===== src/hw/rtl/dcbs_pkg.sv =====
// ----------------------------------------------------------------------------
// dcbs_pkg: shared types and constants for the bit-pair sender
// Holds the beat payload structs, the sender state record and the tick marks
// of the bus timing sequence.
// ----------------------------------------------------------------------------
package dcbs_pkg;

    localparam int TickWidth = 6;

    typedef logic [TickWidth-1:0] tick_t;

    localparam tick_t T_DATA_RELEASE = 6'd15;
    localparam tick_t T_PAIR_A       = 6'd19;
    localparam tick_t T_PAIR_B       = 6'd27;
    localparam tick_t T_PAIR_C       = 6'd35;
    localparam tick_t T_PAIR_D       = 6'd43;
    localparam tick_t T_DATA_FREE    = 6'd51;
    localparam tick_t T_ACK          = 6'd56;

    typedef enum logic [1:0] {
        PH_IDLE = 2'd0,
        PH_WAIT = 2'd1,
        PH_SEND = 2'd2
    } phase_t;

    typedef struct packed {
        logic       start_req;
        logic [7:0] byte_value;
        logic       data_line_in;
        logic       atn_line_in;
        logic       reset_idle;
    } dcbs_in_t;

    typedef struct packed {
        logic clk_drive;
        logic data_drive;
        logic busy_res;
        logic finished;
        logic acknowledged;
        logic aborted;
    } dcbs_out_t;

    typedef struct packed {
        phase_t     phase;
        tick_t      tick_count;
        logic [7:0] held_byte;
        logic       clk_level;
        logic       data_level;
    } dcbs_state_t;

endpackage


===== src/hw/rtl/dcbs_step.sv =====
// ----------------------------------------------------------------------------
// dcbs_step: one tick of the sender sequence
// Combinational next state and result for one input beat, given the current
// sender state.
// ----------------------------------------------------------------------------
module dcbs_step (
    input  dcbs_pkg::dcbs_state_t state,
    input  dcbs_pkg::dcbs_in_t    item,
    output dcbs_pkg::dcbs_state_t state_next,
    output dcbs_pkg::dcbs_out_t   result
);

    always_comb
    begin
        dcbs_pkg::dcbs_state_t s;
        dcbs_pkg::tick_t       t;
        logic                  fin;
        logic                  ack;
        logic                  abrt;

        s    = state;
        fin  = 1'b0;
        ack  = 1'b0;
        abrt = 1'b0;
        t    = s.tick_count + 6'd1;

        // Idle: latch the byte on start, then run the wait check on this same tick
        if (s.phase != dcbs_pkg::PH_WAIT && s.phase != dcbs_pkg::PH_SEND)
        begin
            s.phase = dcbs_pkg::PH_IDLE;
            if (item.start_req)
            begin
                s.held_byte = item.byte_value;
                s.phase     = dcbs_pkg::PH_WAIT;
            end
        end

        case (s.phase)
            dcbs_pkg::PH_WAIT:
            begin
                if (item.data_line_in)
                begin
                    s.phase      = dcbs_pkg::PH_SEND;
                    s.tick_count = '0;
                    s.data_level = 1'b0;
                end
                else if (!item.atn_line_in || !item.reset_idle)
                begin
                    s.phase      = dcbs_pkg::PH_IDLE;
                    s.tick_count = '0;
                    fin          = 1'b1;
                    abrt         = 1'b1;
                end
            end
            dcbs_pkg::PH_SEND:
            begin
                s.tick_count = t;
                // Pairs go out inverted: CLK/DATA from bits 7/5, 6/4, 3/1, 2/0
                case (t)
                    dcbs_pkg::T_DATA_RELEASE: s.data_level = 1'b1;
                    dcbs_pkg::T_PAIR_A:
                    begin
                        s.clk_level  = ~s.held_byte[7];
                        s.data_level = ~s.held_byte[5];
                    end
                    dcbs_pkg::T_PAIR_B:
                    begin
                        s.clk_level  = ~s.held_byte[6];
                        s.data_level = ~s.held_byte[4];
                    end
                    dcbs_pkg::T_PAIR_C:
                    begin
                        s.clk_level  = ~s.held_byte[3];
                        s.data_level = ~s.held_byte[1];
                    end
                    dcbs_pkg::T_PAIR_D:
                    begin
                        s.clk_level  = ~s.held_byte[2];
                        s.data_level = ~s.held_byte[0];
                    end
                    dcbs_pkg::T_DATA_FREE: s.data_level = 1'b1;
                    dcbs_pkg::T_ACK:
                    begin
                        fin          = 1'b1;
                        ack          = item.data_line_in;
                        s.phase      = dcbs_pkg::PH_IDLE;
                        s.tick_count = '0;
                    end
                    default: ;
                endcase
            end
            default: ;
        endcase

        state_next          = s;
        result.clk_drive    = s.clk_level;
        result.data_drive   = s.data_level;
        result.busy_res     = (s.phase == dcbs_pkg::PH_WAIT) || (s.phase == dcbs_pkg::PH_SEND);
        result.finished     = fin;
        result.acknowledged = ack;
        result.aborted      = abrt;
    end

endmodule


===== src/hw/rtl/drive_clocked_bitpair_sender_core.sv =====
// ----------------------------------------------------------------------------
// drive_clocked_bitpair_sender_core: drive-clocked bit-pair byte sender
// Input register, one-tick sequencer step and result register.
// ----------------------------------------------------------------------------
// Usage:
//   Each input beat on in_data is one microsecond tick: a start request with
//   its byte plus the sensed DATA, ATN and bus reset lines. Every input beat
//   yields exactly one result beat on out_data with the CLK/DATA levels to
//   drive, the busy flag and, on the tick an attempt ends, finished with
//   acknowledged or aborted.
//   Path: input register, sequencer step, result register. Throughput: one
//   beat per cycle while out_ready is high; the sequencer step is a single
//   pass of logic between the input and result registers.
//   Stall: when out_ready is low the result register holds; the input
//   register still takes a beat only if it is empty, after which in_ready
//   drops until the result is taken. No beat is lost or repeated.
//   Reset: both registers empty, sequencer idle, CLK and DATA released.
// ----------------------------------------------------------------------------
module drive_clocked_bitpair_sender_core (
    input  logic                clk,
    input  logic                rst_n,
    input  logic                in_valid,
    output logic                in_ready,
    input  dcbs_pkg::dcbs_in_t  in_data,
    output logic                out_valid,
    input  logic                out_ready,
    output dcbs_pkg::dcbs_out_t out_data
);

    logic                  in_valid_reg;
    dcbs_pkg::dcbs_in_t    in_reg;
    logic                  out_valid_reg;
    dcbs_pkg::dcbs_out_t   out_reg;
    dcbs_pkg::dcbs_state_t state_reg;
    dcbs_pkg::dcbs_state_t state_next;
    dcbs_pkg::dcbs_out_t   out_next;
    logic                  advance;

    assign advance  = in_valid_reg && (!out_valid_reg || out_ready);
    assign in_ready = !in_valid_reg || advance;

    dcbs_step u_step (
        .state      (state_reg),
        .item       (in_reg),
        .state_next (state_next),
        .result     (out_next)
    );

    always_ff @(posedge clk or negedge rst_n)
    begin
        if (!rst_n)
        begin
            in_valid_reg         <= 1'b0;
            out_valid_reg        <= 1'b0;
            state_reg.phase      <= dcbs_pkg::PH_IDLE;
            state_reg.tick_count <= '0;
            state_reg.held_byte  <= '0;
            state_reg.clk_level  <= 1'b1;
            state_reg.data_level <= 1'b1;
        end
        else
        begin
            if (in_ready)
            begin
                in_valid_reg <= in_valid;
            end
            // Advance the sequencer only when its result has a place to go
            if (advance)
            begin
                state_reg     <= state_next;
                out_valid_reg <= 1'b1;
            end
            else if (out_ready)
            begin
                out_valid_reg <= 1'b0;
            end
        end
    end

    always_ff @(posedge clk)
    begin
        if (in_valid && in_ready)
        begin
            in_reg <= in_data;
        end
        if (advance)
        begin
            out_reg <= out_next;
        end
    end

    assign out_valid = out_valid_reg;
    assign out_data  = out_reg;

    a_ack_needs_finish: assert property (@(posedge clk) disable iff (!rst_n)
        out_valid_reg && out_reg.acknowledged |-> out_reg.finished)
        else $error("acknowledge without finish");

    a_abort_exclusive: assert property (@(posedge clk) disable iff (!rst_n)
        out_valid_reg && out_reg.aborted |-> out_reg.finished && !out_reg.acknowledged)
        else $error("abort without finish or with acknowledge");

    a_finish_not_busy: assert property (@(posedge clk) disable iff (!rst_n)
        out_valid_reg && out_reg.finished |-> !out_reg.busy_res)
        else $error("finished beat still busy");

    a_data_held_low: assert property (@(posedge clk) disable iff (!rst_n)
        state_reg.phase == dcbs_pkg::PH_SEND && state_reg.tick_count < dcbs_pkg::T_DATA_RELEASE
        |-> !state_reg.data_level)
        else $error("DATA released early in the send");

    a_idle_without_input: assert property (@(posedge clk) disable iff (!rst_n)
        !advance |=> $stable(state_reg))
        else $error("sequencer moved without an input beat");

endmodule

===== config.mk =====
export PLATFORM = sky130hd
export DESIGN_NAME = drive_clocked_bitpair_sender_core
export DESIGN_NICKNAME = d
export VERILOG_FILES = /design/src/hw/rtl/dcbs_pkg.sv /design/src/hw/rtl/dcbs_step.sv /design/src/hw/rtl/drive_clocked_bitpair_sender_core.sv
export SDC_FILE = /design/constraint.sdc
export NUM_CORES = 1
export LEC_CHECK = 0
export BUFFER_PORTS_ARGS = -buffer_cell sky130_fd_sc_hd__buf_4
export CAP_MARGIN = 15
export CORE_MARGIN = 5
export CORE_UTILIZATION = 50
export DETAILED_ROUTE_END_ITERATION = 10
export PLACE_DENSITY = 0.78
export SYNTH_ARGS = -nofsm -noshare
export SYNTH_HDL_FRONTEND = slang
export SYNTH_HIERARCHICAL = 1
export SYNTH_SLANG_ARGS = --single-unit

===== constraint.sdc =====
create_clock -name clk -period 2.6 [get_ports clk]
set_clock_uncertainty 0.2 [all_clocks]
set_input_delay 0.26 -clock clk [delete_from_list [all_inputs] [get_ports clk]]
set_output_delay 0.26 -clock clk [all_outputs]
set_load 0.01 [all_outputs]

After elaboration in Yosys (flattened, before gate mapping) --
Index checks and enable logic that the tools add are counted.
Word-level totals: output and inout bits 8, register bits after elaboration 38
Cells by class: reduce and logical (&&, ||, !) cells 16, muxes and demuxes 19, add/sub/neg operators 1, bitwise operators 8, eq/ne operators 14
Operator list (count):
- $mux 8 | 5
- $eq 6x6->1 const B | 4
- $pmux 8 s2 | 1
- $eq 6x5->1 const B | 2
- $mux 1 | 8
- $not 1->1 | 8
- $add 6x1->6 const B | 1
- $eq 6x4->1 const B | 1
- $pmux 1 s5 | 1
- $eq 2x1->1 const B | 2
- $eq 2x2->1 const B | 2
- $logic_not 1->1 | 4
- $logic_or 1x1->1 | 4
- $pmux 1 s2 | 2
- $pmux 1 s4 | 1
- $reduce_bool 2->1 | 2
- $logic_and 1x1->1 | 3
- $ne 3x2->1 const B | 1
- $reduce_and 3->1 | 1
- $mux 2 | 1
- $ne 2x1->1 const B | 1
- $ne 2x2->1 const B | 1
- $reduce_and 2->1 | 1
- $reduce_or 2->1 | 1

Longest topological paths before layout --
depth in word-level cells 8, depth in mapped cells 11, gate-level depth less buffers 11

By module --
Netlist, hierarchy kept.
By module, submodules not included:
- drive_clocked_bitpair_sender_core | times used 1, area each 1356.3 sq um, seq. area each 1043.5 sq um, cells each 64
- dcbs_step | times used 1, area each 855.8 sq um, seq. area each 0.0 sq um, cells each 123

Worst setup path before layout --
No wires, ideal clock.
kind flip-flop to flip-flop, start point register state_reg[16] in the netlist's numbering, end point register out_reg (netlist bit out_data[3]) (data pin), buffers on the path 0, arrival time 2.383 ns, library setup time 0.257 ns, stages on the path, launching flop included 11, slack -0.240 ns, period minus slack after synthesis 2.840 ns, cells stage by stage dfrtp_1 -> inv_1 -> ha_1 -> nand2_2 -> o21a_1 -> inv_1 -> ha_1 -> and2b_2 -> a31o_2 -> or4_1 -> o2111a_1
RTL lines:
- from (decl) | RTL line drive_clocked_bitpair_sender_core.sv:34 | dcbs_pkg::dcbs_state_t state_reg;
- from (signal assigned) | RTL line drive_clocked_bitpair_sender_core.sv:70 | state_reg <= state_next;
- to (signal assigned) | RTL line drive_clocked_bitpair_sender_core.sv:88 | out_reg <= out_next;
- to (decl) | RTL line drive_clocked_bitpair_sender_core.sv:33 | dcbs_pkg::dcbs_out_t out_reg;

==> impl_metrics.csv <==
group,metric,value,unit
timing,max_freq,383,MHz
place,dpl-instance-area,2560,µm²
power_and_ir_drop,finalPower,2390,µW
synth,synth_area_per_cell,11.8,µm²
clock_tree,cts_sinks,38,
critical_path,cp-end-kind,"flip-flop",
global_routing,antenna_found_initial,0,
clock_tree,cts_tree,"built",
global_routing,grt_pass1_vias,1738,
power_and_ir_drop,powerDensity,822,nW/µm²
clock_tree,htreeDepth,2,
drt,finalWirelength,4840,µm
clock_tree,cts_root_buf,"clkbuf_8",
timing,post-route-min-period,2.61,ns
critical_path,crit_fanout,3,
synth,synth_area,2210,µm²
timing,drv_slew,0,
die,start_util,51.2,%
critical_path,critPathRequiredTime,2.46,ns
critical_path,worst_path_largest_cell_delay,0.47,ns
critical_path,cp_common_cell,"ha_4",
die,core-area,4320,µm²
clock_tree,clkTransAtPathRegs,0.08,ns
critical_path,cpMaxStageDelayCell,"or4_1",
drt,vias,1694,
synth,synth_edf_count,18,
power_and_ir_drop,ir_worst_vdd,0.479,mV
timing,max_slew_margin,64.2,%
die,ios,24,
synth,async_flop_share,52.6,%
global_routing,grt_max_degree,21,
timing,fin_crit_sh,100,%
place,dp_hpwl,3200,µm
critical_path,cp_data_arrival_time,2.47,ns
final_layout,drive_gt1_share,45.1,%
final_layout,num_antenna_cells,0,
synth,yosys_register_bits,38,
timing,worst_slack,-0.00973,ns
final_layout,stdcell_area,2910,µm²
clock_tree,cts_buffers,5,
critical_path,crit_path_cell_trace,"ha_4, nand2_4, o21a_1, inv_2, ha_4, and2b_2, a31o_4, or4_1, o2111a_1",
outcome,outcome,"complete, but fails checks",
final_layout,finalNetCount,266,
critical_path,worstSetupPathType,"reg2reg",
timing,finalHoldViolations,0,
drt,drcViolationCount,0,
drt,drtPass1Iterations,4,
timing,fin_tns_setup,-0.00973,ns
critical_path,startpoint_type,"flip-flop",
drt,initialDrtViolationCount,138,
min_path,hold_class,"in2reg",
die,row_count,24,
drt,drt-wirelength-per-cell,16.2,µm
global_routing,grt_pass1_wl,8100,µm
drt,via_per_inst,5.68,
clock_tree,clockBufferDepth,2,
final_layout,largest_reg_flops,18,
timing,setup_violations,1,
drt,final_antenna_net_count,0,
global_routing,overflow,0,
synth,ys_seq_area_share,47.2,%
final_layout,syn_to_final_growth,31.5,%
timing,tightestPinTransition,0.538,ns
synth,yosys_warnings,6,
run,maxCapViolCount,0,
outcome,violations,"setup timing",
die,dieHeight,76.5,µm
clock_tree,clock_latency,0.30,ns
synth,synthCells,187,
synth,ys_types,56,
final_layout,fin_util,67.3,%
place,portBuffers,23,
global_routing,grt_usage,17.3,%
synth,syn_nets,208,
power_and_ir_drop,leakagePower,0.00119,µW
timing,rsz0062_at_grt,"yes",
place,globalplace.congestion,0.906,
die,dieWidth,76.5,µm
synth,synthFlopType,"edfxtp_1",
die,dieArea,5850,µm²
## power by group
group	leakage (µW)	total (µW)	switching [µW]	internal, µW
logic	0.000717	1060	491	567
clock network	0.0000504	509	224	285
registers	0.000418	824	62.5	761
total	0.00119	2390	778	1610
## area by class of cell
class                   count  area, µm²
clock buffers               5       68.8
clock inverters             3       45.0
multi-input cells         135       1180
repair buffers             59        478
well taps                  52       65.1
inverters                   6       22.5
flip-flops and latches     38       1050
fillers                   312       1420
## synth_stat cells, types with 2 or more instances
cell / instances / area, µm²
dfrtp_1: 18 / 450
edfxtp_1: 18 / 541
mux2_2: 17 / 191
nand2_1: 15 / 56.3
nor2_1: 10 / 37.5
mux2_4: 9 / 135
o21ai_0: 9 / 45.0
inv_1: 6 / 22.5
buf_4: 5 / 37.5
ha_1: 5 / 62.6
a21oi_1: 4 / 20.0
o22ai_1: 4 / 25.0
a31oi_1: 3 / 18.8
and2_1: 3 / 18.8
nand2b_1: 3 / 18.8
nand3_1: 3 / 15.0
nand3b_1: 3 / 22.5
o21a_1: 3 / 22.5
xnor2_1: 3 / 26.3
a2111oi_0: 2 / 17.5
a211oi_1: 2 / 15.0
a22o_1: 2 / 17.5
a31o_2: 2 / 17.5
dfstp_2: 2 / 52.6
nand2_2: 2 / 12.5
nor2b_1: 2 / 12.5
nor3_1: 2 / 10.0
nor4_1: 2 / 12.5
## metal layers
| metal | GRT usage [%] | vias to the layer above | wire length, µm |
|---|---|---|---|
| li1 | - | 809 | - |
| met1 | 20.4 | 812 | 2030 |
| met2 | 29.4 | 60 | 2470 |
| met3 | 4.37 | 13 | 225 |
| met4 | 7.52 | 0 | 121 |
| met5 | 0 | - | 0 |
## placed cells by master (no fill, tap or decap), drive strengths merged, types with 2 or more instances in the layout
cell type | netlist | final
buf | 7 | 45
mux2 | 26 | 26
edfxtp | 18 | 18
dfrtp | 18 | 18
nand2 | 18 | 18
dlygate4sd3 | 0 | 14
nor2 | 11 | 11
o21ai | 9 | 9
inv | 6 | 6
clkbuf | 1 | 5
ha | 5 | 5
o22ai | 4 | 4
nand2b | 4 | 4
a21oi | 4 | 4
nand3 | 4 | 4
nand3b | 3 | 3
and2 | 3 | 3
o21a | 3 | 3
a31oi | 3 | 3
nor3 | 3 | 3
xnor2 | 3 | 3
clkinvlp | 0 | 2
dfstp | 2 | 2
nor2b | 2 | 2
a22o | 2 | 2
nor4 | 2 | 2
or3 | 2 | 2
a31o | 2 | 2
a2111oi | 2 | 2
a211oi | 2 | 2
## metrics by stage
| step | cells | hold WS [ns] | setup slack [ns] |
|---|---|---|---|
| 3_3_place_gp | 273 | -0.0436 | 0.0306 |
| 5_1_grt | 298 | 0.0985 | -0.0689 |
| 4_1_cts | 297 | 0.0773 | -0.00502 |
| 6_report | 298 | 0.0900 | -0.00973 |
| 3_5_place_dp | 273 | -0.0421 | -0.0188 |
| 2_1_floorplan | 187 | -0.236 | -0.0380 |
## cell families (layout without fill, tap and decap cells)
kind of cell             count (synthesis)  in the layout  share of synthesized area [%]
XOR/XNOR                                 4              4                           1.58
flip-flops                              38             38                           47.2
buffers and inverters                   14             73                           4.75
AND/OR/NAND/NOR                         58             58                           15.5
adder cells (fa/ha/maj)                  5              5                           2.83
AO/OA/AOI/OAI                           41             41                           13.0
multiplexers                            27             27                           15.2
## worst paths after layout
| kind | to | cells after the start | startpoint | slack, ns |
|---|---|---|---|---|
| worst min register to register | state_reg[9]$_DFFE_PN0P_ | 1 | state_reg[9]$_DFFE_PN0P_ | 0.32 |
| worst min-delay path | in_valid_reg$_DFFE_PN0P_ | 3 | out_ready | 0.09 |
| max in group asynchronous | state_reg[1]$_DFFE_PN1P_ | 2 | rst_n | 1.76 |
| min in group asynchronous | state_reg[6]$_DFFE_PN0P_ | 2 | rst_n | 0.17 |
| worst max register to register | out_data[3]$_DFFE_PP_ | 9 | state_reg[17]$_DFFE_PN0P_ | -0.01 |
| worst max-delay path | out_data[3]$_DFFE_PP_ | 9 | state_reg[17]$_DFFE_PN0P_ | -0.01 |
## repair_timing
action | 4_1_cts | 5_1_grt
gates cloned | 0 | 0
pin swaps | 1 | 7
buffers inserted | 2 | 1
resized for setup | 1 | 18
hold buffers | 14 | 0
hold endpoints to repair | 33 | 0
setup endpoints to repair | 2 | 7
## worst max-delay path: cells and delay by family (launching register included)
kind,cells,cell delay (ns)
and+or+nand+nor,3,0.73
AOI/OAI and AO/OA,3,0.54
adders and majority gates,2,0.42
DFF,1,0.42
buffers and inverters,1,0.07
Power figures use the tool's default switching activity.
